## config.mk

```make
export PLATFORM = sky130hd
export DESIGN_NAME = grk_ctrl
export DESIGN_NICKNAME = d
export VERILOG_FILES = /design/src/hdl/grk_pkg.sv /design/src/hdl/grk_ctrl.sv
export SDC_FILE = /design/constraint.sdc
export NUM_CORES = 1
export LEC_CHECK = 0
export CAP_MARGIN = 20
export CORE_AREA = 5 5 42 44
export CTS_CLUSTER_DIAMETER = 30
export CTS_CLUSTER_SIZE = 25
export DETAILED_ROUTE_END_ITERATION = 8
export DIE_AREA = 0 0 47 49
export DONT_BUFFER_PORTS = 1
export HOLD_SLACK_MARGIN = 0.1
export PLACE_DENSITY = 0.57
export SLEW_MARGIN = 20
export SYNTH_ARGS = -nofsm -noshare
export SYNTH_HDL_FRONTEND = slang
export SYNTH_SLANG_ARGS = --single-unit
```

## constraint.sdc

```tcl
create_clock -name aclk -period 1.45 [get_ports aclk]
set_input_delay 0.29 -clock aclk [delete_from_list [all_inputs] [get_ports aclk]]
set_output_delay 0.29 -clock aclk [all_outputs]
set_load 0.005 [all_outputs]
```

## src/hdl/grk_pkg.sv

```systemverilog
// Shared types for the record grouping block: word structs for both channels,
// the datapath opcode and the command and status groups between controller and datapath.
// No dependencies.
`default_nettype none
package grk_pkg;

    typedef struct packed {
        logic [7:0]  record_key;
        logic [31:0] record_payload;
        logic        last_record;
    } rec_in_t;

    typedef struct packed {
        logic [7:0]  out_key;
        logic [31:0] out_payload;
        logic        out_last;
    } rec_out_t;

    typedef enum logic [3:0] {
        OP_IDLE,
        OP_CLEAR,
        OP_LOAD,
        OP_INC,
        OP_OFS,
        OP_FRD,
        OP_FCHK,
        OP_T,
        OP_PT,
        OP_SW1,
        OP_SW2,
        OP_ERD,
        OP_ELAT,
        OP_EWAIT
    } dp_op_t;

    typedef struct packed {
        dp_op_t op;
    } dp_cmd_t;

    typedef struct packed {
        logic clear_done;
        logic accept;
        logic close;
        logic ofs_done;
        logic f_zero;
        logic f_last;
        logic t_zero;
        logic out_taken;
        logic emit_done;
    } dp_stat_t;

endpackage
`default_nettype wire

```

## src/hdl/grk_ctrl.sv

```systemverilog
// Sequencer of the grouping block: load, offset scan, swap loop, emit and table clear.
// Uses grk_pkg; drives the datapath through dp_cmd_t and reads dp_stat_t.
`default_nettype none
module grk_ctrl (
    input  wire logic              aclk,
    input  wire logic              aresetn,
    input  wire grk_pkg::dp_stat_t st,
    output grk_pkg::dp_cmd_t       cmd,
    output logic                   s_ready
);

    typedef enum logic [3:0] {
        ST_CLEAR, ST_LOAD, ST_INC, ST_OFS, ST_FRD, ST_FCHK, ST_T, ST_PT,
        ST_SW1, ST_SW2, ST_ERD, ST_ELAT, ST_EWAIT
    } state_t;

    state_t state_reg, state_next;
    logic   close_reg, close_next;

    always_comb begin
        state_next = state_reg;
        close_next = close_reg;
        unique case (state_reg)
            ST_CLEAR: begin
                cmd.op = grk_pkg::OP_CLEAR;
                if (st.clear_done) state_next = ST_LOAD;
            end
            ST_LOAD: begin
                cmd.op = grk_pkg::OP_LOAD;
                if (st.accept) begin
                    close_next = st.close;
                    state_next = ST_INC;
                end
            end
            ST_INC: begin
                cmd.op = grk_pkg::OP_INC;
                state_next = close_reg ? ST_OFS : ST_LOAD;
            end
            ST_OFS: begin
                cmd.op = grk_pkg::OP_OFS;
                if (st.ofs_done) state_next = ST_FRD;
            end
            ST_FRD: begin
                cmd.op = grk_pkg::OP_FRD;
                state_next = ST_FCHK;
            end
            ST_FCHK: begin
                cmd.op = grk_pkg::OP_FCHK;
                if (!st.f_zero) state_next = ST_T;
                else if (st.f_last) state_next = ST_ERD;
                else state_next = ST_FRD;
            end
            ST_T: begin
                cmd.op = grk_pkg::OP_T;
                state_next = ST_PT;
            end
            ST_PT: begin
                cmd.op = grk_pkg::OP_PT;
                state_next = st.t_zero ? ST_ERD : ST_SW1;
            end
            ST_SW1: begin
                cmd.op = grk_pkg::OP_SW1;
                state_next = ST_SW2;
            end
            ST_SW2: begin
                cmd.op = grk_pkg::OP_SW2;
                state_next = ST_FRD;
            end
            ST_ERD: begin
                cmd.op = grk_pkg::OP_ERD;
                state_next = ST_ELAT;
            end
            ST_ELAT: begin
                cmd.op = grk_pkg::OP_ELAT;
                state_next = ST_EWAIT;
            end
            ST_EWAIT: begin
                cmd.op = grk_pkg::OP_EWAIT;
                if (st.out_taken) state_next = st.emit_done ? ST_CLEAR : ST_ERD;
            end
            default: begin
                cmd.op = grk_pkg::OP_IDLE;
                state_next = ST_CLEAR;
            end
        endcase
    end

    assign s_ready = (state_reg == ST_LOAD);

    always_ff @(posedge aclk) begin
        if (!aresetn) begin
            state_reg <= ST_CLEAR;
            close_reg <= 1'b0;
        end else begin
            state_reg <= state_next;
            close_reg <= close_next;
        end
    end

    assert property (@(posedge aclk) disable iff (!aresetn)
        state_reg == ST_INC && close_reg |=> state_reg == ST_OFS)
        else $error("closing word did not start the offset scan");
    assert property (@(posedge aclk) disable iff (!aresetn)
        state_reg == ST_SW1 |=> state_reg == ST_SW2)
        else $error("swap left half done");
    assert property (@(posedge aclk) disable iff (!aresetn)
        state_reg == ST_EWAIT && !st.out_taken |=> state_reg == ST_EWAIT)
        else $error("result word dropped while stalled");

endmodule
`default_nettype wire
```

==> flow_summary.yaml, run 1 <==
run_status:
  outcome: "complete, no violations"
critical_path:
  r2r_cells: 4
  crit_path_end_kind: "flip-flop"
  reg2reg_setup_slack_ps: 50
  critPathMaxFanout: 8
  crit_path_start: "state_reg[3]"
  worst_r2r_endpoint: "state_reg[2]"
  reg2reg_from: "state_reg[3]"
  startpoint_type: "flip-flop"
  cp.required_ps: 1570
  path_class: "flip-flop to flip-flop"
  arrival_ps: 1520
grt:
  grt_pass1_vias: 508
  grt_max_degree: 12
  grt_util_met3_pct: 7.01
  grt_use_met1_pct: 17.8
  busiest_layer: "met2"
  grt_usage_pct: 13.5
  met2_usage_pct: 19.2
  grt-ovfl-total: 0
  antenna_found_initial: 0
  grt_pass1_wl_mm: 2.26
synth:
  syn-num-nets: 83
  synth_cell_types: 29
  syn_area_um2: 512
  postSynthCellCount: 72
  ys_warn_count: 0
  ys_ff_latch: 5
  synth.avg_cell_area_um2: 7.11
  yosysSeqAreaShare_pct: 19.6
placed_design:
  gp_congestion: 0.758
  hpwl_mm: 1.07
  place_ws_ps: 31.6
  dp.cells: 89
  io_buffers: 0
  placed_cell_area_um2: 553
clocking:
  hold_buffers: 0
  cts_made_buffers: 3
  htree_levels: 1
  worstSkewPairLatency_ps: 240
  ctsLongestPathBuffers: 2
  clkTransAtPathRegs_ps: 50
  cts_sinks: 5
  cts_tree: "yes"
  cts-root-buf: "clkbuf_4"
layout:
  utilization_pct: 45.6
  areaGrowthSynthToFinish_pct: 24.9
  fin_area_um2: 639
  diodes: 0
  drive_gt1_share_pct: 31.6
  largest_reg_flops: 4
  stdcell_count: 95
  finalNetCount: 91
timing:
  final_hold_viol_count: 0
  period_needed_ps: 1400
  tns_ps: 0
  max_slew.worst_pin.slew_ps: 368
  slew_headroom_pct: 74.9
  fin_skew_ps: 5.24
  min_period_over_period_pct: 96.7
  rsz0062_at_grt: "true"
  setup_violations: 0
  maxSlewViolCount: 0
  timing.hold.ws_ps: 165
  fin_ws_ps: 47.9
  fmax_mhz: 713
floorplan:
  die_area_um2: 2300
  core_um2: 1400
  row_count: 14
  die_height_um: 49
  io_pins: 16
  start_util_pct: 36.5
  die_x_um: 47
power_and_ir_drop:
  power-per-cell-area_nw_per_um2: 751
  p_leak_nw: 0.239
  total_power_mw: 0.480
  irDropWorstVdd_v: 0.000582
route:
  vias: 575
  ant_nets: 0
  drtIter0Drc: 33
  wl_per_cell_um: 15.3
  firstDrtPassIters: 4
  wl_mm: 1.46
  drc_errors: 0
  vias_per_cell: 6.05
min_path:
  min_from: "aresetn"
  min_path_type: "input port to flip-flop"
  holdPathStages: 1
  hold_end: "state_reg[3]"
flow_run:
  max_cap_viol_count: 0
[cell families (layout without fill, tap and decap cells)]
kind of cell / count (synthesis) / count (layout) / share of synthesized area (%)
AO/OA/AOI/OAI: 29 / 29 / 37.9
AND/OR/NAND/NOR: 25 / 25 / 28.4
multiplexers: 1 / 1 / 1.96
flip-flops: 5 / 5 / 19.6
XOR/XNOR: 1 / 1 / 1.71
buffers and inverters: 11 / 18 / 10.5
[routing by layer]
| layer | routed length (µm) | vias up |
|---|---|---|
| met5 | 0 | - |
| met4 | 8 | 0 |
| met3 | 125 | 2 |
| li1 | - | 285 |
| met2 | 698 | 25 |
| met1 | 624 | 263 |
[placed cells by master (no fill, tap or decap), types with 2 or more instances in the layout]
cell type  instances
inv_1              4
buf_6              3
nand2b_1           2
a211oi_1           2
a21oi_1           11
or3_1              2
nand2_1            7
clkbuf_4           3
dfxtp_1            2
o21ai_0            2
nor3_1             4
nor2_1             3
o21ai_1            2
buf_4              7
dfxtp_2            2
o21a_1             2
[where the power goes]
group          internal [mW]  leakage [nW]  switching, mW  total (mW)
logic                 0.0777         0.179         0.0882       0.166
clock network         0.0997        0.0177         0.0575       0.157
registers              0.146        0.0423         0.0113       0.157
total                  0.323         0.239          0.157       0.480
[area by class of cell]
type	instances	area (µm²)
multi-input combinational	56	384
inverter	4	15.0
tap	16	20.0
clock inverter	1	5.00
fill	148	762
timing repair buffer	10	86.3
clock buffer	3	22.5
sequential	5	106
[cell usage after synthesis]
master | n | share of area (%)
a2111oi_0 | 1 | 1.7
o211a_1 | 1 | 2.0
xnor2_1 | 1 | 1.7
or4_1 | 1 | 1.5
o32ai_1 | 1 | 1.7
or3_1 | 2 | 2.4
nand3b_1 | 1 | 1.5
o22ai_1 | 1 | 1.2
buf_2 | 4 | 3.9
o21a_1 | 2 | 2.9
o2bb2ai_1 | 1 | 1.7
clkbuf_1 | 2 | 1.5
nand2b_4 | 1 | 2.7
nor3_1 | 5 | 4.9
buf_6 | 1 | 2.2
nand2_1 | 7 | 5.1
o21ai_0 | 5 | 4.9
mux2i_1 | 1 | 2.0
a31oi_1 | 1 | 1.2
a211oi_1 | 2 | 2.9
inv_1 | 4 | 2.9
dfxtp_1 | 5 | 20
a21oi_1 | 11 | 11
o311a_1 | 2 | 3.9
nor4b_2 | 1 | 2.9
nand2b_1 | 2 | 2.4
nor2_1 | 4 | 2.9
o221ai_2 | 1 | 2.9
or4b_1 | 1 | 2.0
[worst max-delay path, cell delays in order (launching register included)]
cell and delay [ps]:
dfxtp_4 360, or4b_4 540, o311a_4 160, o22ai_1 140, a21oi_1 90
[repair_timing]
item | 4_1_cts | 5_1_grt
buffers inserted | 0 | 2
setup endpoints to repair | 3 | 4
resized for setup | 8 | 7
pin swaps | 0 | 4
[how the worst max path moves through the flow]
stage | end | cells after the start
final | state_reg[2] | 4
after global routing | cmd[2] | 5
after CTS | cmd[2] | 5
after detailed placement | state_reg[2] | 4
after global placement | state_reg[2] | 4
after floorplan | state_reg[1] | 5
Note: power is estimated with default switching activity, not from simulation.
==> inputs of run 2 (changes only) <==
Settings changed: ABC_AREA set to 1, PLACE_DENSITY 0.57 to 0.51.
==> flow_summary.yaml, run 2 <==
synth:
  synth_simple_gate_area_share_pct: 48.9
  postSynthCellCount: 81
  synth_edf_count: 0
  synth.avg_cell_area_um2: 5.50
  ys_top_cells_by_count: "nand2_1, nor2_1, inv_1, a21oi_1, nand3_1"
  synth_mux_area_share_pct: 0
  ys_ff_latch: 5
  async_flop_share_pct: 0
  syn-num-nets: 92
  yosysTopAreaCell: "dfxtp_1"
  synth-xor-area-share_pct: 0
  ys_top_cells_by_area: "dfxtp_1, nand2_1, nor2_1"
  ys_warn_count: 0
  synth_compound_area_share_pct: 16.9
  synth_top_family_by_area: "simple AND/OR/NAND/NOR gates"
  netlist.area_leader.share_pct: 22.5
  synthAdderAreaFrac_pct: 0
  yosys_most_used_dff: "dfxtp_1"
  yosysSeqAreaShare_pct: 22.5
  synth_cell_types: 16
  synth.most_common_cell: "nand2_1"
  syn_area_um2: 445
timing:
  slew_headroom_pct: 82.2
  timing.hold.ws_ps: 210
  max_slew.worst_pin.slew_ps: 265
  final_hold_viol_count: 0
  rsz0062_at_grt: "true"
  maxSlewViolCount: 0
  fin_skew_ps: 2.75
  fmax_mhz: 731
  period_needed_ps: 1370
  setup_violations: 0
  min_period_over_period_pct: 94.4
clocking:
  cts_sinks: 5
  cts-root-buf: "clkbuf_4"
  hold_buffers: 0
  cts_tree: "yes"
  ctsLongestPathBuffers: 2
  clkTransAtPathRegs_ps: 50
  cts_made_buffers: 3
  worstSkewPairLatency_ps: 250
  htree_levels: 1
floorplan:
  die_height_um: 49
  start_util_pct: 31.8
  row_count: 14
  die_x_um: 47
  die_area_um2: 2300
  core_um2: 1400
  io_pins: 16
grt:
  met2_usage_pct: 16.7
  antenna_found_initial: 0
  grt_pass1_wl_mm: 2.06
  busiest_layer: "met2"
  grt_util_met3_pct: 1.85
  grt_max_degree: 10
  grt-ovfl-total: 0
  grt_pass1_vias: 469
  grt_usage_pct: 12.3
  grt_use_met1_pct: 16.5
power_and_ir_drop:
  switchingPower_mw: 0.173
  p_int_mw: 0.305
  p_sw_share_pct: 36.2
  power-per-cell-area_nw_per_um2: 967
  p_leak_nw: 0.240
  power_frac_comb_pct: 28.1
  irDropWorstVdd_v: 0.000381
  p_seq_share_pct: 36.8
  clockPowerShare_pct: 35.1
route:
  ant_nets: 0
  firstDrtPassIters: 4
  drtIter0Drc: 23
  wl_mm: 1.19
  wl_per_cell_um: 11.9
  drc_errors: 0
  vias_per_cell: 5.05
  vias: 505
layout:
  areaGrowthSynthToFinish_pct: 11.0
  diodes: 0
  final_cell_mix: "nand2_1, nor2_1, inv_1, nand3_1, a21oi_1"
  drive_gt1_share_pct: 14.3
  final_common_cell: "nand2_1"
  utilization_pct: 35.3
  fillers: 171
  finalNetCount: 96
  largest_reg_flops: 4
critical_path:
  startpoint_type: "flip-flop"
  crit_path_start: "state_reg[2]"
  critPathMaxFanout: 6
  path_class: "flip-flop to primary output"
  reg2reg_from: "state_reg[2]"
  cp.required_ps: 1160
  crit_path_end_kind: "primary output"
  reg2reg_setup_slack_ps: 180
  arrival_ps: 1080
min_path:
  min_path_type: "input port to flip-flop"
  min_from: "st[7]"
run_status:
  outcome: "complete, no violations"
flow_run:
  max_cap_viol_count: 0
placed_design:
  gp_congestion: 0.781
  io_buffers: 0
  hpwl_um: 975
==> run 2: cell count changes after synthesis, sizes merged, moves of 3 or more <==
cell	delta
nand2	+15
nand3	+6
buf	-4
o22ai	+3
nor3	-4
a21oi	-5
inv	+8
nor2	+14
nand2b	-3
==> run 2: cell families (layout without fill, tap and decap cells) <==
kind of cell | after synthesis | count (layout)
flip-flops | 5 | 5
AND/OR/NAND/NOR | 49 | 49
AO/OA/AOI/OAI | 14 | 14
buffers and inverters | 13 | 16
==> run 2: per-layer routing <==
layer,routed length (µm),share of wire (%)
met2,558,47
met4,35,2.9
met3,79,6.6
met1,516,43
met5,0,0
==> run 2: power by group through the flow <==
stage	Combinational (mW)	Sequential, mW	Clock [mW]
5_1_grt	0.155	0.179	0.180
3_5_place_dp	0.132	0.172	0
6_report	0.134	0.176	0.168
2_1_floorplan	0.125	0.158	0
4_1_cts	0.133	0.170	0.173
3_3_place_gp	0.132	0.170	0
==> run 2: final timing paths <==
path	endpoint	cells past startpoint
worst min register to register	close_reg	2
worst max-delay path	cmd[2]	3
worst min-delay path	close_reg	2
worst max register to register	state_reg[0]	6
==> run 2: through the flow <==
stage	setup slack, ps	instance area [µm²]	total power, mW	setup TNS, ps	cells
2_1_floorplan	332	445	0.283	0	81
3_3_place_gp	170	458	0.303	0	96
3_5_place_dp	118	458	0.304	0	96
4_1_cts	30.8	485	0.476	0	100
5_1_grt	-17.1	494	0.514	-21.0	100
6_report	81.2	494	0.478	0	100
==> run 2: timing repair <==
action | CTS | global route
endpoints found under the setup margin | 1 | 4
resized for setup | 1 | 3
buffers inserted | 0 | 0
==> run 2: critical path: stages (launching register included) <==
cell     delay, ps
dfxtp_1        420
inv_1          130
nor2_1         160
o22ai_1        120
==> run 2: area by class of cell <==
class	count	area, µm²	area share, %
inverter	12	45.0	9.11
tap	16	20.0	4.05
sequential	5	105	21.3
clock buffer	4	26.3	5.32
multi-input combinational	63	298	60.3
